### src/sv/round_robin_thread_scheduler_core_defines.svh
// ----------------------------------------------------------------------------
// round_robin_thread_scheduler_core_defines
// Assertion macros used by the scheduler back end (rrts_back).
// ----------------------------------------------------------------------------
`ifndef ROUND_ROBIN_THREAD_SCHEDULER_CORE_DEFINES_SVH
`define ROUND_ROBIN_THREAD_SCHEDULER_CORE_DEFINES_SVH

// Check that a condition implies another in the same cycle
`define RRTS_ASSERT_IMPL(label, clk, rstn, cond, prop, msg) \
    label: assert property (@(posedge clk) disable iff (!rstn) (cond) |-> (prop)) \
        else $error(msg);

// Check that a condition implies another in the next cycle
`define RRTS_ASSERT_NEXT(label, clk, rstn, cond, prop, msg) \
    label: assert property (@(posedge clk) disable iff (!rstn) (cond) |=> (prop)) \
        else $error(msg);

`endif

### src/sv/rrts_pkg.sv
// ----------------------------------------------------------------------------
// rrts_pkg
// Types and constants of the round-robin thread scheduler.
// ----------------------------------------------------------------------------
package rrts_pkg;

    localparam int MaxThreads = 16;
    localparam int IdW = $clog2(MaxThreads);
    localparam int CntW = $clog2(MaxThreads + 1);
    localparam int QDepth = 2;

    localparam logic [2:0] CMD_TICK = 3'd0;
    localparam logic [2:0] CMD_CREATE = 3'd1;
    localparam logic [2:0] CMD_START = 3'd2;
    localparam logic [2:0] CMD_TERM = 3'd3;
    localparam logic [2:0] CMD_DESTROY = 3'd4;
    localparam logic [2:0] CMD_QUERY = 3'd5;

    localparam logic [2:0] ST_FREE = 3'd0;
    localparam logic [2:0] ST_WAIT = 3'd1;
    localparam logic [2:0] ST_READY = 3'd2;
    localparam logic [2:0] ST_RUN = 3'd3;
    localparam logic [2:0] ST_TERM = 3'd4;

    localparam logic [1:0] STS_OK = 2'd0;
    localparam logic [1:0] STS_FULL = 2'd1;
    localparam logic [1:0] STS_BAD = 2'd2;
    localparam logic [1:0] STS_LAST = 2'd3;

    // Command word as classified by the front end
    typedef struct packed {
        logic [2:0]  cmd;
        logic [3:0]  tid;
        logic [31:0] entry_addr;
        logic        bad_cmd;
    } cmd_word_t;

    // Result word
    typedef struct packed {
        logic [1:0]  status;
        logic [3:0]  result_id;
        logic [2:0]  thr_state;
        logic        switched;
        logic        first_run;
        logic [3:0]  running_id;
        logic [31:0] running_entry_addr;
        logic [7:0]  quantum_left;
    } res_word_t;

endpackage

### src/sv/rrts_front.sv
// ----------------------------------------------------------------------------
// rrts_front
// Accepts command words, flags unknown codes and queues them for the back end.
// ----------------------------------------------------------------------------
module rrts_front (
    input  logic                aclk,
    input  logic                aresetn,
    input  logic                s_valid,
    output logic                s_ready,
    input  logic [2:0]          s_cmd,
    input  logic [3:0]          s_tid,
    input  logic [31:0]         s_entry_addr,
    output logic                q_valid,
    input  logic                q_ready,
    output rrts_pkg::cmd_word_t q_word
);
    import rrts_pkg::*;

    localparam int PtrW = $clog2(QDepth);

    cmd_word_t          mem_reg [QDepth];
    logic [PtrW-1:0]    wr_reg, wr_next, rd_reg, rd_next;
    logic [PtrW:0]      cnt_reg, cnt_next;
    cmd_word_t          in_word;
    logic               push, pop;

    // Classify the incoming word
    always_comb begin
        in_word.cmd = s_cmd;
        in_word.tid = s_tid;
        in_word.entry_addr = s_entry_addr;
        in_word.bad_cmd = (s_cmd > CMD_QUERY);
    end

    assign s_ready = (cnt_reg != (PtrW+1)'(QDepth));
    assign q_valid = (cnt_reg != '0);
    assign q_word  = mem_reg[rd_reg];
    assign push = s_valid && s_ready;
    assign pop  = q_valid && q_ready;

    // Advance pointers
    always_comb begin
        wr_next = push ? wr_reg + 1'b1 : wr_reg;
        rd_next = pop ? rd_reg + 1'b1 : rd_reg;
        cnt_next = cnt_reg + (PtrW+1)'(push) - (PtrW+1)'(pop);
    end

    always_ff @(posedge aclk) begin
        if (!aresetn) begin
            wr_reg <= '0;
            rd_reg <= '0;
            cnt_reg <= '0;
        end else begin
            wr_reg <= wr_next;
            rd_reg <= rd_next;
            cnt_reg <= cnt_next;
        end
        if (push) begin
            mem_reg[wr_reg] <= in_word;
        end
    end

endmodule

### src/sv/rrts_back.sv
// ----------------------------------------------------------------------------
// rrts_back
// Executes one command at a time against the thread table and active order.
// ----------------------------------------------------------------------------
module rrts_back (
    input  logic                aclk,
    input  logic                aresetn,
    input  logic [7:0]          quantum,
    input  logic                q_valid,
    output logic                q_ready,
    input  rrts_pkg::cmd_word_t q_word,
    output logic                m_valid,
    input  logic                m_ready,
    output rrts_pkg::res_word_t m_word
);
    import rrts_pkg::*;
    `include "round_robin_thread_scheduler_core_defines.svh"

    typedef enum logic [2:0] {
        S_IDLE, S_SCAN, S_ALLOC, S_REMOVE, S_ROTATE, S_FINISH
    } state_t;

    state_t         state_reg;
    logic [2:0]     tst_reg [MaxThreads];
    logic [31:0]    task_reg [MaxThreads];
    logic [IdW-1:0] ord_reg [MaxThreads];
    logic [CntW-1:0] acnt_reg;
    logic [7:0]     ticks_reg;
    logic [IdW-1:0] cur_reg;
    cmd_word_t      w_reg;
    logic [CntW-1:0] idx_reg;
    logic [CntW-1:0] pos_reg;
    logic           found_reg;
    logic           freeit_reg;
    logic           sw_reg, fr_reg;
    logic [1:0]     sts_reg;
    logic [3:0]     rid_reg;
    logic           rep_reg;
    logic           out_v_reg;
    res_word_t      out_reg;
    logic [IdW-1:0] nxt_reg;

    assign q_ready = (state_reg == S_IDLE) && !out_v_reg;
    assign m_valid = out_v_reg;
    assign m_word = out_reg;

    // Sequencer: scan, allocate, remove and rotate one entry per cycle
    always_ff @(posedge aclk) begin
        if (!aresetn) begin
            state_reg <= S_IDLE;
            out_v_reg <= 1'b0;
            for (int i = 0; i < MaxThreads; i++) begin
                tst_reg[i] <= (i == 0) ? ST_RUN : ST_FREE;
                ord_reg[i] <= '0;
            end
            task_reg[0] <= '0;
            acnt_reg <= CntW'(1);
            ticks_reg <= '0;
            cur_reg <= '0;
        end else begin
            if (out_v_reg && m_ready) begin
                out_v_reg <= 1'b0;
            end
            case (state_reg)
                S_IDLE: begin
                    if (q_valid && !out_v_reg) begin
                        logic [1:0]      sts;
                        logic [3:0]      rid;
                        logic            rep;
                        logic            frees;
                        logic [CntW-1:0] idx;
                        state_t          nst;
                        sts = STS_OK;
                        rid = q_word.tid;
                        rep = 1'b1;
                        frees = 1'b0;
                        idx = '0;
                        nst = S_FINISH;
                        if (q_word.bad_cmd) begin
                            sts = STS_BAD;
                            rid = '0;
                            rep = 1'b0;
                        end else begin
                            case (q_word.cmd)
                                CMD_TICK: begin
                                    rid = '0;
                                    rep = 1'b0;
                                    if (acnt_reg > CntW'(1) && ticks_reg <= 8'd1) begin
                                        ticks_reg <= '0;
                                        tst_reg[ord_reg[0]] <= ST_READY;
                                        // Save the last entry before the shift overwrites it
                                        nxt_reg <= ord_reg[acnt_reg[IdW-1:0] - 1'b1];
                                        idx = acnt_reg - 1'b1;
                                        nst = S_ROTATE;
                                    end else if (ticks_reg != '0) begin
                                        ticks_reg <= ticks_reg - 1'b1;
                                    end
                                end
                                CMD_CREATE: begin
                                    nst = S_ALLOC;
                                end
                                CMD_START, CMD_TERM: begin
                                    nst = S_SCAN;
                                end
                                CMD_DESTROY: begin
                                    if (tst_reg[q_word.tid] == ST_FREE) begin
                                        sts = STS_BAD;
                                    end else begin
                                        frees = 1'b1;
                                        nst = S_SCAN;
                                    end
                                end
                                default: begin
                                end
                            endcase
                        end
                        w_reg <= q_word;
                        sw_reg <= 1'b0;
                        fr_reg <= 1'b0;
                        sts_reg <= sts;
                        rid_reg <= rid;
                        rep_reg <= rep;
                        idx_reg <= idx;
                        found_reg <= 1'b0;
                        freeit_reg <= frees;
                        state_reg <= nst;
                    end
                end
                // Look up the addressed id in the active order
                S_SCAN: begin
                    if (idx_reg < acnt_reg && ord_reg[idx_reg[IdW-1:0]] == w_reg.tid
                        && !found_reg) begin
                        found_reg <= 1'b1;
                        pos_reg <= idx_reg;
                    end
                    if (idx_reg == CntW'(MaxThreads - 1)) begin
                        state_reg <= S_FINISH;
                        if (w_reg.cmd == CMD_START) begin
                            if (tst_reg[w_reg.tid] != ST_WAIT || found_reg
                                || (idx_reg < acnt_reg
                                    && ord_reg[idx_reg[IdW-1:0]] == w_reg.tid)
                                || acnt_reg >= CntW'(MaxThreads)) begin
                                sts_reg <= STS_BAD;
                            end else begin
                                ord_reg[acnt_reg[IdW-1:0]] <= w_reg.tid;
                                acnt_reg <= acnt_reg + 1'b1;
                            end
                        end else begin
                            logic        fnd;
                            logic [CntW-1:0] p;
                            fnd = found_reg || (idx_reg < acnt_reg
                                && ord_reg[idx_reg[IdW-1:0]] == w_reg.tid);
                            p = found_reg ? pos_reg : idx_reg;
                            if (!fnd) begin
                                if (w_reg.cmd == CMD_TERM) begin
                                    sts_reg <= STS_BAD;
                                end else begin
                                    tst_reg[w_reg.tid] <= ST_FREE;
                                end
                            end else if (p == '0) begin
                                if (acnt_reg < CntW'(2)) begin
                                    sts_reg <= STS_LAST;
                                end else begin
                                    tst_reg[w_reg.tid] <= ST_TERM;
                                    sw_reg <= 1'b1;
                                    idx_reg <= '0;
                                    state_reg <= S_REMOVE;
                                end
                            end else begin
                                tst_reg[w_reg.tid] <= ST_TERM;
                                idx_reg <= p;
                                state_reg <= S_REMOVE;
                            end
                        end
                    end else begin
                        idx_reg <= idx_reg + 1'b1;
                    end
                end
                // Next-fit search for a free id
                S_ALLOC: begin
                    logic [IdW-1:0] a;
                    a = cur_reg + idx_reg[IdW-1:0];
                    if (tst_reg[a] == ST_FREE) begin
                        cur_reg <= a;
                        tst_reg[a] <= ST_WAIT;
                        task_reg[a] <= w_reg.entry_addr;
                        rid_reg <= a;
                        state_reg <= S_FINISH;
                    end else if (idx_reg == CntW'(MaxThreads - 1)) begin
                        sts_reg <= STS_FULL;
                        rid_reg <= '0;
                        rep_reg <= 1'b0;
                        state_reg <= S_FINISH;
                    end else begin
                        idx_reg <= idx_reg + 1'b1;
                    end
                end
                // Close the gap one entry per cycle
                S_REMOVE: begin
                    if (idx_reg + 1'b1 >= acnt_reg) begin
                        acnt_reg <= acnt_reg - 1'b1;
                        if (sw_reg) begin
                            // Save the new last entry before rotating
                            nxt_reg <= ord_reg[acnt_reg[IdW-1:0] - IdW'(2)];
                            idx_reg <= acnt_reg - CntW'(2);
                            state_reg <= S_ROTATE;
                        end else begin
                            state_reg <= S_FINISH;
                        end
                    end else begin
                        ord_reg[idx_reg[IdW-1:0]] <= ord_reg[idx_reg[IdW-1:0] + 1'b1];
                        idx_reg <= idx_reg + 1'b1;
                    end
                end
                // Shift the order down and bring the saved last entry to the front
                S_ROTATE: begin
                    if (idx_reg == '0) begin
                        ord_reg[0] <= nxt_reg;
                        ticks_reg <= quantum;
                        sw_reg <= 1'b1;
                        if (tst_reg[nxt_reg] == ST_WAIT) begin
                            fr_reg <= 1'b1;
                            tst_reg[nxt_reg] <= ST_RUN;
                        end else if (tst_reg[nxt_reg] == ST_READY) begin
                            tst_reg[nxt_reg] <= ST_RUN;
                        end
                        state_reg <= S_FINISH;
                    end else begin
                        ord_reg[idx_reg[IdW-1:0]] <= ord_reg[idx_reg[IdW-1:0] - 1'b1];
                        idx_reg <= idx_reg - 1'b1;
                    end
                end
                // Free the id if destroying, then register the result word
                S_FINISH: begin
                    logic [2:0] ts;
                    ts = tst_reg[rid_reg];
                    if (freeit_reg && sts_reg == STS_OK) begin
                        tst_reg[w_reg.tid] <= ST_FREE;
                        ts = ST_FREE;
                    end
                    out_reg.status <= sts_reg;
                    out_reg.result_id <= rid_reg;
                    out_reg.thr_state <= rep_reg ? ts : 3'd0;
                    out_reg.switched <= sw_reg;
                    out_reg.first_run <= sw_reg && fr_reg;
                    out_reg.running_id <= ord_reg[0];
                    out_reg.running_entry_addr <= task_reg[ord_reg[0]];
                    out_reg.quantum_left <= ticks_reg;
                    out_v_reg <= 1'b1;
                    state_reg <= S_IDLE;
                end
                default: begin
                    state_reg <= S_IDLE;
                end
            endcase
        end
    end

    `RRTS_ASSERT_IMPL(a_cnt_range, aclk, aresetn, 1'b1,
        (acnt_reg != '0 && acnt_reg <= CntW'(MaxThreads)), "active count out of range")
    `RRTS_ASSERT_IMPL(a_fr_sw, aclk, aresetn, m_valid, (!m_word.first_run || m_word.switched),
        "first run without switch")
    `RRTS_ASSERT_NEXT(a_finish, aclk, aresetn, (state_reg == S_FINISH), m_valid,
        "result not posted after finish")

endmodule

### src/sv/round_robin_thread_scheduler_core.sv
// ----------------------------------------------------------------------------
// round_robin_thread_scheduler_core
// Thread table with round-robin scheduling and a time quantum.
// ----------------------------------------------------------------------------
// Channel   Dir  Ports
// s_        in   s_valid s_ready s_cmd s_tid s_entry_addr
// m_        out  m_valid m_ready m_status .. m_quantum_left
// cfg       in   cfg_valid cfg_ready cfg_data (quantum)
//
// One command at a time in the back end, behind a two-word queue. Query and
// plain tick post directly; a rotating tick rotates the active order; create
// searches for a free id; start scans; terminate and destroy scan, shift and may
// rotate (scan, shift and rotate of the 16-entry order, one entry per cycle).
// Input stalls while the queue is full; a posted result holds until m_ready.
// Reset synchronous, active low: thread 0 running, quantum 10.
// ----------------------------------------------------------------------------
module round_robin_thread_scheduler_core (
    input  logic        aclk,
    input  logic        aresetn,
    input  logic        s_valid,
    output logic        s_ready,
    input  logic [2:0]  s_cmd,
    input  logic [3:0]  s_tid,
    input  logic [31:0] s_entry_addr,
    output logic        m_valid,
    input  logic        m_ready,
    output logic [1:0]  m_status,
    output logic [3:0]  m_result_id,
    output logic [2:0]  m_thr_state,
    output logic        m_switched,
    output logic        m_first_run,
    output logic [3:0]  m_running_id,
    output logic [31:0] m_running_entry_addr,
    output logic [7:0]  m_quantum_left,
    input  logic        cfg_valid,
    output logic        cfg_ready,
    input  logic [7:0]  cfg_data
);
    import rrts_pkg::*;

    logic       q_valid, q_ready;
    cmd_word_t  q_word;
    res_word_t  r_word;
    logic [7:0] quantum_reg;

    // Hold the quantum register
    assign cfg_ready = 1'b1;
    always_ff @(posedge aclk) begin
        if (!aresetn) begin
            quantum_reg <= 8'd10;
        end else if (cfg_valid) begin
            quantum_reg <= cfg_data;
        end
    end

    rrts_front u_front (
        .aclk(aclk), .aresetn(aresetn),
        .s_valid(s_valid), .s_ready(s_ready), .s_cmd(s_cmd),
        .s_tid(s_tid), .s_entry_addr(s_entry_addr),
        .q_valid(q_valid), .q_ready(q_ready), .q_word(q_word)
    );

    rrts_back u_back (
        .aclk(aclk), .aresetn(aresetn), .quantum(quantum_reg),
        .q_valid(q_valid), .q_ready(q_ready), .q_word(q_word),
        .m_valid(m_valid), .m_ready(m_ready), .m_word(r_word)
    );

    assign m_status = r_word.status;
    assign m_result_id = r_word.result_id;
    assign m_thr_state = r_word.thr_state;
    assign m_switched = r_word.switched;
    assign m_first_run = r_word.first_run;
    assign m_running_id = r_word.running_id;
    assign m_running_entry_addr = r_word.running_entry_addr;
    assign m_quantum_left = r_word.quantum_left;

endmodule
### config.mk
export PLATFORM = sky130hd
export DESIGN_NAME = round_robin_thread_scheduler_core
export DESIGN_NICKNAME = d
export VERILOG_FILES = /design/src/sv/rrts_pkg.sv /design/src/sv/rrts_front.sv /design/src/sv/rrts_back.sv /design/src/sv/round_robin_thread_scheduler_core.sv
export VERILOG_INCLUDE_DIRS = /design/src /design/src/sv
export SDC_FILE = /design/constraint.sdc
export NUM_CORES = 1
export LEC_CHECK = 0
export ABC_AREA = 1
export BUFFER_PORTS_ARGS = -buffer_cell sky130_fd_sc_hd__clkbuf_2
export CAP_MARGIN = 20
export CELL_PAD_IN_SITES_DETAIL_PLACEMENT = 1
export CELL_PAD_IN_SITES_GLOBAL_PLACEMENT = 1
export CORE_ASPECT_RATIO = 0.5
export CORE_MARGIN = 2
export CORE_UTILIZATION = 51
export CTS_CLUSTER_DIAMETER = 40
export CTS_CLUSTER_SIZE = 40
export DETAILED_ROUTE_END_ITERATION = 10
export MAX_ROUTING_LAYER = met4
export PLACE_DENSITY = 0.88
export RECOVER_POWER = 100
export SETUP_SLACK_MARGIN = 0.1
export SYNTH_ARGS = -nofsm -noshare
export SYNTH_HDL_FRONTEND = slang
export SYNTH_SLANG_ARGS = --single-unit
export TNS_END_PERCENT = 1
### constraint.sdc
create_clock -name aclk -period 6.85 [get_ports aclk]
set_input_delay 0.685 -clock aclk [delete_from_list [all_inputs] [get_ports aclk]]
set_output_delay 0.685 -clock aclk [all_outputs]
set_load 0.01 [all_outputs]
Word level (Yosys, flattened, before mapping):

Memory sizes are Yosys's and may differ from the RTL's. A register that Yosys moved wholly into a read port is not among the register bits.
Cells that the tools add are included.

* flip-flop bits (word level): 117
* bits in writable memories: 704
* input port bits: 52
* output and inout bits: 58
* word-level logic and storage cells: 362
* memories: 4

* add/subtract/negate cells: 15
* magnitude comparators: 7
* equality and inequality tests: 47
* muxes and demuxes: 194
* bitwise gates (word level): 8
* reductions and logical operators: 59

Memories
* u_back.task_reg: words 16, width 32, read ports 1, clocked after memory_dff 1, wr ports 1, line rrts_back.sv:25 `logic [31:0] task_reg [MaxThreads];`
* u_front.mem_reg: words 2, width 40, read ports 1, clocked after memory_dff 1, wr ports 1, line rrts_front.sv:21 `cmd_word_t mem_reg [QDepth];`
* u_back.ord_reg: words 16, width 4, read ports 6, clocked after memory_dff 1, wr ports 16, line rrts_back.sv:26 `logic [IdW-1:0] ord_reg [MaxThreads];`
* u_back.tst_reg: words 16, width 3, read ports 5, clocked after memory_dff 3, wr ports 16, line rrts_back.sv:24 `logic [2:0] tst_reg [MaxThreads];`

Operators with widths (count)
* two-way mux 4 bit: 25
* two-way mux 1 bit: 98
* two-way mux 5 bit: 19
* two-way mux 3 bit: 20
* two-way mux 8 bit: 6
* two-way mux 32 bit: 1
* OR reduction 32 bit: 1
* two-way mux 2 bit: 13
* case mux 5 bit (5 select lines): 1
* inequality test 2 bit, second input constant: 11
* == test 3 x 2 -> 1 bit, second input constant: 7
* inequality test 2 x 1 -> 1 bit, second input constant: 10
* AND reduction 10 bit: 2
* AND reduction 5 bit: 4
* case mux 4 bit (2 select lines): 2
* case mux 8 bit (2 select lines): 1
* case mux 3 bit (5 select lines): 1
* nonzero test 2 bit: 7
* zero test 3 bit: 4
* inequality test 3 bit, second input constant: 4
* case mux 3 bit (4 select lines): 1
* OR reduction 3 bit: 4
* adder 5 x 1 -> 5 bit, second input constant: 2
* logical AND 1 bit: 10
* other kinds (47): 76

Longest topological paths before layout:

Gate-level depths: netlist of run 1.

* depth in word-level cells: 16
* gate-level depth with buffers: 25
* mapped depth without buffers: 23

By module:

Synthesis of run 1 repeated with hierarchy kept, for this count alone.

* cell total of the unflattened synthesis: 3554
* area, all modules: 38947.4 um^2

By module, submodules not included
* rrts_back: instances 1, cells each 3343, area an instance 35477.8 um^2, seq. area each 22972.0 um^2
* rrts_front: instances 1, cells each 162, area an instance 3140.5 um^2, seq. area each 2502.4 um^2
* round_robin_thread_scheduler_core: instances 1, cells each 49, area an instance 329.1 um^2, seq. area each 160.2 um^2

Worst setup path before layout of run 1:

No wires, ideal clock.

* path kind: input to register
* start: in aresetn
* end: mem u_back.tst_reg[8][0] (enable)
* setup time: 344 ps
* arrival time: 4883 ps
* required time: 6506 ps
* slack: 1623 ps
* stages on the path: 13
* buffers on the path: 1
* path through: clkbuf_1 > clkinv_1 > nor2_1 > nand3_1 > nand2_2 > inv_2 > nand2_4 > nand2_1 > nand3_2 > nand2_1 > nand2_2 > nand2_2 > o21ai_0

RTL lines
* start: declaration: line round_robin_thread_scheduler_core.sv:19 `input logic aresetn,`
* end: declaration: line rrts_back.sv:24

==> out/qor.csv, run 1 <==
stage,metric,value,unit
outcome,outcome,"finished, violations left",
outcome,violated checks,"max-capacitance violations, max-slew violations",
final_layout,max reg flops,512,
synth,number of enable flip-flop cells after synthesis,823,
synth,#FFs+latches synth,869,
global_routing,vias in the first global route,30354,
synth,top-area cell type share of the netlist area,63.2,%
clock_network,Max Buffers Root-to-Sink,3,
sta,fmax,169,MHz
critical_path,CP Max Fanout,69,
global_routing,all-layer global routing usage,34.4,%
sta,count of pins over their slew limit,555,
worst_hold_path,worst hold path class,in -> reg,
clock_network,CTS Buf Count,72,
route,Post-Route WL,135,mm
synth,"count leader, synth",edfxtp_1,
sta,final critical-path share of the clock period,86.6,%
placed_design,Port Buffers,108,
floorplanning,row count,71,
floorplanning,die width,396,um
global_routing,largest net degree at the start of global routing,259,
floorplanning,core area,0.0755,mm2
global_routing,first-pass GRT wire length,196,mm
route,DRC,0,
sta,Worst-Margin Slew,4460,ps
sta,TNS Setup,0,ps
floorplanning,Starting Density,51.8,%
run,Max-Cap Viols,12,
route,Vias per Instance,6.48,
clock_network,clock-pin slew on the worst setup and hold paths,90,ps
clock_network,post-CTS sizing,0,
synth,"Top FF cell, synth",edfxtp_1,
final_layout,nets,3695,
synth,Syn Area/Cell,11.0,um2
sta,RSZ-0062 raised after global routing,false,
final_layout,layout cells sized above 1,8.57,%
floorplanning,Die Ht,200,um
critical_path,CP required,7420,ps
placed_design,Final HPWL DP,84.5,mm
placed_design,GPL Wtd Cong,0.960,
route,post-route antenna net violation count,0,
synth,Syn Nets,3643,
critical_path,FF-to-FF setup slack,920,ps
synth,Post-Synthesis Cells,3564,
clock_network,cts hold-fix bufs,0,
pwr,Power Density,349,mW/mm2
pwr,P_leak,16.5,nW
global_routing,initial antenna violation count,2,
sta,Final setup viols,0,
critical_path,Worst setup SP type,flop,
sta,clock skew,59.5,ps
route,1st-pass router iterations,5,
floorplanning,DIE AREA,0.0790,mm2
critical_path,worst reg2reg path depth,12,
synth,Synth cell types,61,
critical_path,critical path arrival,6500,ps
global_routing,global route overflow,0,
synth,Mapped Area,0.0391,mm2
route,Initial DRC Count,3997,
clock_network,CTS tree,done,
pwr,total power,15.1,mW
synth,synth top area cells,"edfxtp_1 (63%), o21ai_0 (6.2%), nor2_1 (4.5%), nand2_1 (3.9%), nand3_1 (3.1%)",
route,Vias,30464,
pwr,maximum vdd drop,197,uV
clock_network,CTS root buf,clkbuf_16,
critical_path,CP Capture Type,flop,
sta,Slew Limit Headroom,-197,%
route,routed wire length per instance,28.6,um
synth,Yosys top cell by area,edfxtp_1,
synth,commonest cells in the netlist,"edfxtp_1 (823), o21ai_0 (485), nor2_1 (465), nand2_1 (403), inv_1 (257)",
sta,"Hold Violations, Final",0,
clock_network,CTS Sinks,869,
synth,ys async rst share,0,%
clock_network,clk_lat worst skew,710,ps
clock_network,H-tree depth,3,
final_layout,Layout area overhead,10.2,%
clock_network,post-CTS setup buffer count,0,
synth,synth warn,0,
sta,fin crit period,5930,ps
critical_path,critical path class,reg -> reg,
floorplanning,IO Count,110,
worst_hold_path,hold-critical path depth,1,
synth,register area share after synthesis,65.5,%
[kinds of logic (layout without fill, tap and decap cells)]
kind of cell | after synthesis | count (layout) | synth area share, %
buf+inv | 485 | 596 | 4.90
mux | 33 | 33 | 0.947
simple gates | 1227 | 1227 | 13.8
other cells | 1 | 2 | 0.00959
flops | 869 | 869 | 65.5
fa+ha+maj | 27 | 27 | 0.883
xor+xnor | 19 | 19 | 0.445
compound gates | 903 | 903 | 13.5
[critical path: stages, from the launching register on]
cell and delay (ps):
dfxtp_1 610, inv_1 270, clkbuf_1 1990, ha_1 460, xnor2_1 130, clkbuf_1 710, clkinv_1 170, buf_4 240
nand3_1 110, nand3_1 200, a31oi_1 570, nand2_1 130, o21ai_0 170
[routing by layer]
metal	wire length, um	GRT usage (%)	up-vias
met4	5110	12.9	0
met1	53700	44.8	15291
met5	0	-	-
li1	-	-	12887
met3	12900	6.09	361
met2	62900	54.4	1925
[worst paths after layout]
| check | start | to |
|---|---|---|
| max | u_back.acnt_reg[0]$_SDFFE_PN1P_ | flop |
| min | s_entry_addr[19] | u_front.mem_reg[1][20]$_DFFE_PP_ |
| max reg2reg | u_back.acnt_reg[0]$_SDFFE_PN1P_ | flop |
| min reg2reg | quantum_reg[3]$_SDFFE_PN1P_ | quantum_reg[3]$_SDFFE_PN1P_ |
[power by group]
| part | switching (mW) | internal [mW] |
|---|---|---|
| registers | 0.277 | 6.18 |
| clock network | 2.39 | 2.17 |
| logic | 2.89 | 1.15 |
[stage by stage]
stage / hold slack, ps / instances / util (%) / setup WS, ps / cell area, um2
floorplan: 421 / 3564 / - / 1620 / 39100
CTS: 139 / 4671 / 57.3 / 1680 / 43300
global placement: 442 / 4534 / 53.8 / 2160 / 40600
finish: 166 / 4698 / 57.1 / 919 / 43100
detailed placement: 459 / 4538 / 53.9 / 1720 / 40700
global route: 165 / 4698 / 57.1 / 761 / 43100
[placed cells by master, fill, tap and decap left out, drive strengths merged, types with 2 or more instances in the layout]
cell	synthesis	layout
o21a	3	3
o22ai	52	52
o31ai	2	2
o211ai	70	70
xnor2	7	7
o21ai	493	493
nand2	430	430
o221ai	100	100
clkinv	6	31
o2111ai	2	2
nor2	503	503
nor3	24	24
edfxtp	823	823
buf	38	44
or2	12	12
a21oi	143	143
a211oi	9	9
dfxtp	46	46
clkbuf	169	213
xor2	12	12
a31oi	18	18
nand3	255	255
ha	26	26
a32oi	2	2
a32o	2	2
mux2	32	32
inv	272	304
clkinvlp	0	3
a221oi	2	2
[area by class of cell]
type / count / area [um2]
inverter: 278 / 1060
sequential: 869 / 25600
timing repair buffer: 185 / 1040
tap: 1022 / 1280
fill: 7950 / 32400
clock buffer: 72 / 1800
multi-input combinational: 2210 / 11500
antenna: 1 / 2.50
clock inverter: 61 / 767
Power figures use the tool's default switching activity.
==> run 2: changes to the inputs <==
Settings changed: ABC_AREA 1 to default, CORE_UTILIZATION 51 to 54, PLACE_DENSITY 0.88 to 0.87.
==> out/qor.csv, run 2 <==
stage,metric,value,unit
route,met1 wire length,42.7,mm
critical_path,CP Capture Type,flop,
clock_network,Max Buffers Root-to-Sink,3,
floorplanning,DIE AREA,0.0724,mm2
sta,clock skew,74.1,ps
final_layout,Layout area overhead,11.0,%
pwr,Seq pwr share,44.9,%
sta,final critical-path share of the clock period,93.3,%
synth,Synth cell types,70,
clock_network,CTS root buf,clkbuf_16,
final_layout,final core occ,60.8,%
floorplanning,Starting Density,54.8,%
synth,Yosys top cell by area,edfxtp_1,
floorplanning,Die Ht,191,um
placed_design,pre-CTS setup slack,1110,ps
sta,RSZ-0062 raised after global routing,false,
clock_network,clk_lat worst skew,710,ps
outcome,outcome,"finished, violations left",
route,1st-pass router iterations,6,
pwr,Net Sw Frac,33.2,%
sta,Hold Slack,192,ps
floorplanning,row count,68,
sta,TNS Setup,0,ps
sta,"Hold Violations, Final",0,
sta,count of pins over their slew limit,528,
sta,fin crit period,6390,ps
synth,Post-Synthesis Cells,2136,
sta,fmax,156,MHz
placed_design,Final HPWL DP,65.8,mm
clock_network,post-CTS setup buffer count,0,
pwr,P_leak,12.4,nW
final_layout,max reg flops,512,
sta,Worst-Margin Slew,4480,ps
final_layout,layout cells sized above 1,22.2,%
synth,synth warn,0,
final_layout,"commonest non-fill, non-tap cell in the layout",edfxtp_1,
critical_path,Worst setup SP type,primary input,
global_routing,global route overflow,0,
synth,synth top area cells,"edfxtp_1 (65%), mux4_2 (17%), dfxtp_1 (2.4%), nor2_1 (1.5%), mux2_2 (1.2%)",
sta,Final setup viols,0,
final_layout,"commonest non-fill, non-tap cells in the layout","edfxtp_1 (823), mux4_2 (289), nor2_1 (146), nand2_1 (121), clkbuf_1 (120)",
route,Top Layer Used,met4,
critical_path,Slowest cell on crit path,clkbuf_1,
critical_path,most frequent cell on the critical path,clkbuf_1,
clock_network,cts hold-fix bufs,0,
final_layout,Fillers,6055,
worst_hold_path,worst hold path class,in -> reg,
sta,setup ws final,456,ps
route,routed wire length per instance,36.7,um
route,met2 routed WL,58.5,mm
pwr,Power Density,353,mW/mm2
floorplanning,die width,379,um
synth,Mapped Area,0.0379,mm2
synth,commonest cells in the netlist,"edfxtp_1 (823), mux4_2 (289), nor2_1 (156), nand2_1 (121), clkbuf_1 (87)",
pwr,clock power share,32.1,%
floorplanning,IO Count,110,
synth,"count leader, synth",edfxtp_1,
route,post-route antenna net violation count,0,
clock_network,post-CTS sizing,0,
clock_network,CTS tree,done,
pwr,Int Power,9.91,mW
outcome,violated checks,"max-capacitance violations, max-slew violations",
final_layout,FF+latch area,0.0256,mm2
route,Vias,23470,
final_layout,nets,2327,
clock_network,CTS Buf Count,71,
critical_path,crit-path max cell delay,1750,ps
synth,#FFs+latches synth,869,
synth,"Top FF cell, synth",edfxtp_1,
global_routing,initial antenna violation count,3,
critical_path,critical path arrival,6730,ps
critical_path,critical path class,in -> reg,
sta,Slew Limit Headroom,-198,%
pwr,NetSw,4.93,mW
run,Max-Cap Viols,13,
floorplanning,core area,0.0692,mm2
final_layout,multi-input logic area,0.0117,mm2
route,DR WL met3,11.8,mm
route,Vias per Instance,7.21,
synth,register area share after synthesis,67.7,%
synth,Syn Area/Cell,17.7,um2
synth,Syn Nets,2215,
global_routing,first-pass GRT wire length,165,mm
route,DRC,0,
pwr,Comb power frac,23.1,%
clock_network,CTS Sinks,869,
global_routing,largest net degree at the start of global routing,136,
synth,number of enable flip-flop cells after synthesis,823,
clock_network,clock-pin slew on the worst setup and hold paths,110,ps
placed_design,GPL Wtd Cong,0.907,
critical_path,cells along the critical path,clkbuf_2 > clkbuf_1 > clkbuf_1 > nand3_1 > mux2i_1 > nand2_1 > o21ai_0 > clkbuf_1 > nor2_1,
synth,top-area cell type share of the netlist area,65.2,%
route,Initial DRC Count,3799,
pwr,maximum vdd drop,232,uV
placed_design,Port Buffers,108,
critical_path,CP required,7190,ps
global_routing,vias in the first global route,23388,
clock_network,H-tree depth,3,
route,Post-Route WL,119,mm
global_routing,all-layer global routing usage,32.7,%
critical_path,CP Max Fanout,43,
synth,ys async rst share,0,%
[run 2: cell count changes after synthesis, moves of 45 or more]
cell and delta:
o21ai_0 -433, nor2_1 -309, mux4_2 +289, nand2_1 -282, inv_1 -225, nand3_1 -224
a21oi_1 -103, o221ai_1 -97, clkbuf_1 -81, o211ai_1 -65, and2_1 +52, o22ai_1 -45
[run 2: through the flow]
step	power [mW]	area [um2]	cells
floorplan	8.91	37900	2136
global placement	9.72	39600	3110
detailed placement	9.92	39600	3110
CTS	14.6	42300	3242
global route	15.2	42100	3254
finish	14.8	42100	3254
[run 2: final cells by class]
class / count / area share [%]
multi-input cells: 1111 / 27.7
clock buffers: 73 / 4.29
flip-flops and latches: 869 / 61.0
diodes: 2 / 0.0119
inverters: 33 / 0.295
repair buffers: 162 / 1.78
clock inverters: 59 / 2.13
well taps: 945 / 2.81
[run 2: worst paths after layout]
check / start / to / slack (ps) / cells after the start
worst max-delay path: aresetn / u_back.ord_reg[1][3]$_SDFFCE_PN0P_ / 460 / 9
worst min register to register: u_back.cur_reg[2]$_SDFFE_PN0P_ / u_back.cur_reg[2]$_SDFFE_PN0P_ / 500 / 1
worst max register to register: u_back.idx_reg[1]$_DFFE_PP_ / u_back.task_reg[10][6]$_DFFE_PP_ / 490 / 8
worst min-delay path: s_entry_addr[1] / u_front.mem_reg[0][2]$_DFFE_PP_ / 190 / 1
[run 2: power by group through the flow]
stage	registers, mW	clock network (mW)	logic, mW
2_1_floorplan	6.45	0	2.45
3_3_place_gp	6.68	0	3.05
3_5_place_dp	6.72	0	3.21
4_1_cts	6.62	4.69	3.32
5_1_grt	6.68	4.92	3.59
6_report	6.66	4.76	3.42
[run 2: cells by family after synthesis]
| kind of cell | synth area share, % |
|---|---|
| AOI/OAI and AO/OA | 3.36 |
| muxes | 19.5 |
| and+or+nand+nor | 6.22 |
| xor gates and xnor gates | 0.694 |
| DFF | 67.7 |
| adders and majority gates | 0.912 |
| other | 0.00990 |
| buffers and inverters | 1.65 |
[run 2: metal layers]
layer	vias up	track usage, %
li1	8856	-
met1	12214	41.3
met2	1940	53.2
met3	460	5.63
met4	0	13.4
met5	-	-
[run 2: worst max-delay path, delay by kind of cell]
family / cells / cell delay [ps]
multiplexers: 1 / 510
AND/OR/NAND/NOR: 3 / 1250
AO/OA/AOI/OAI: 1 / 140
buffers and inverters: 4 / 4120
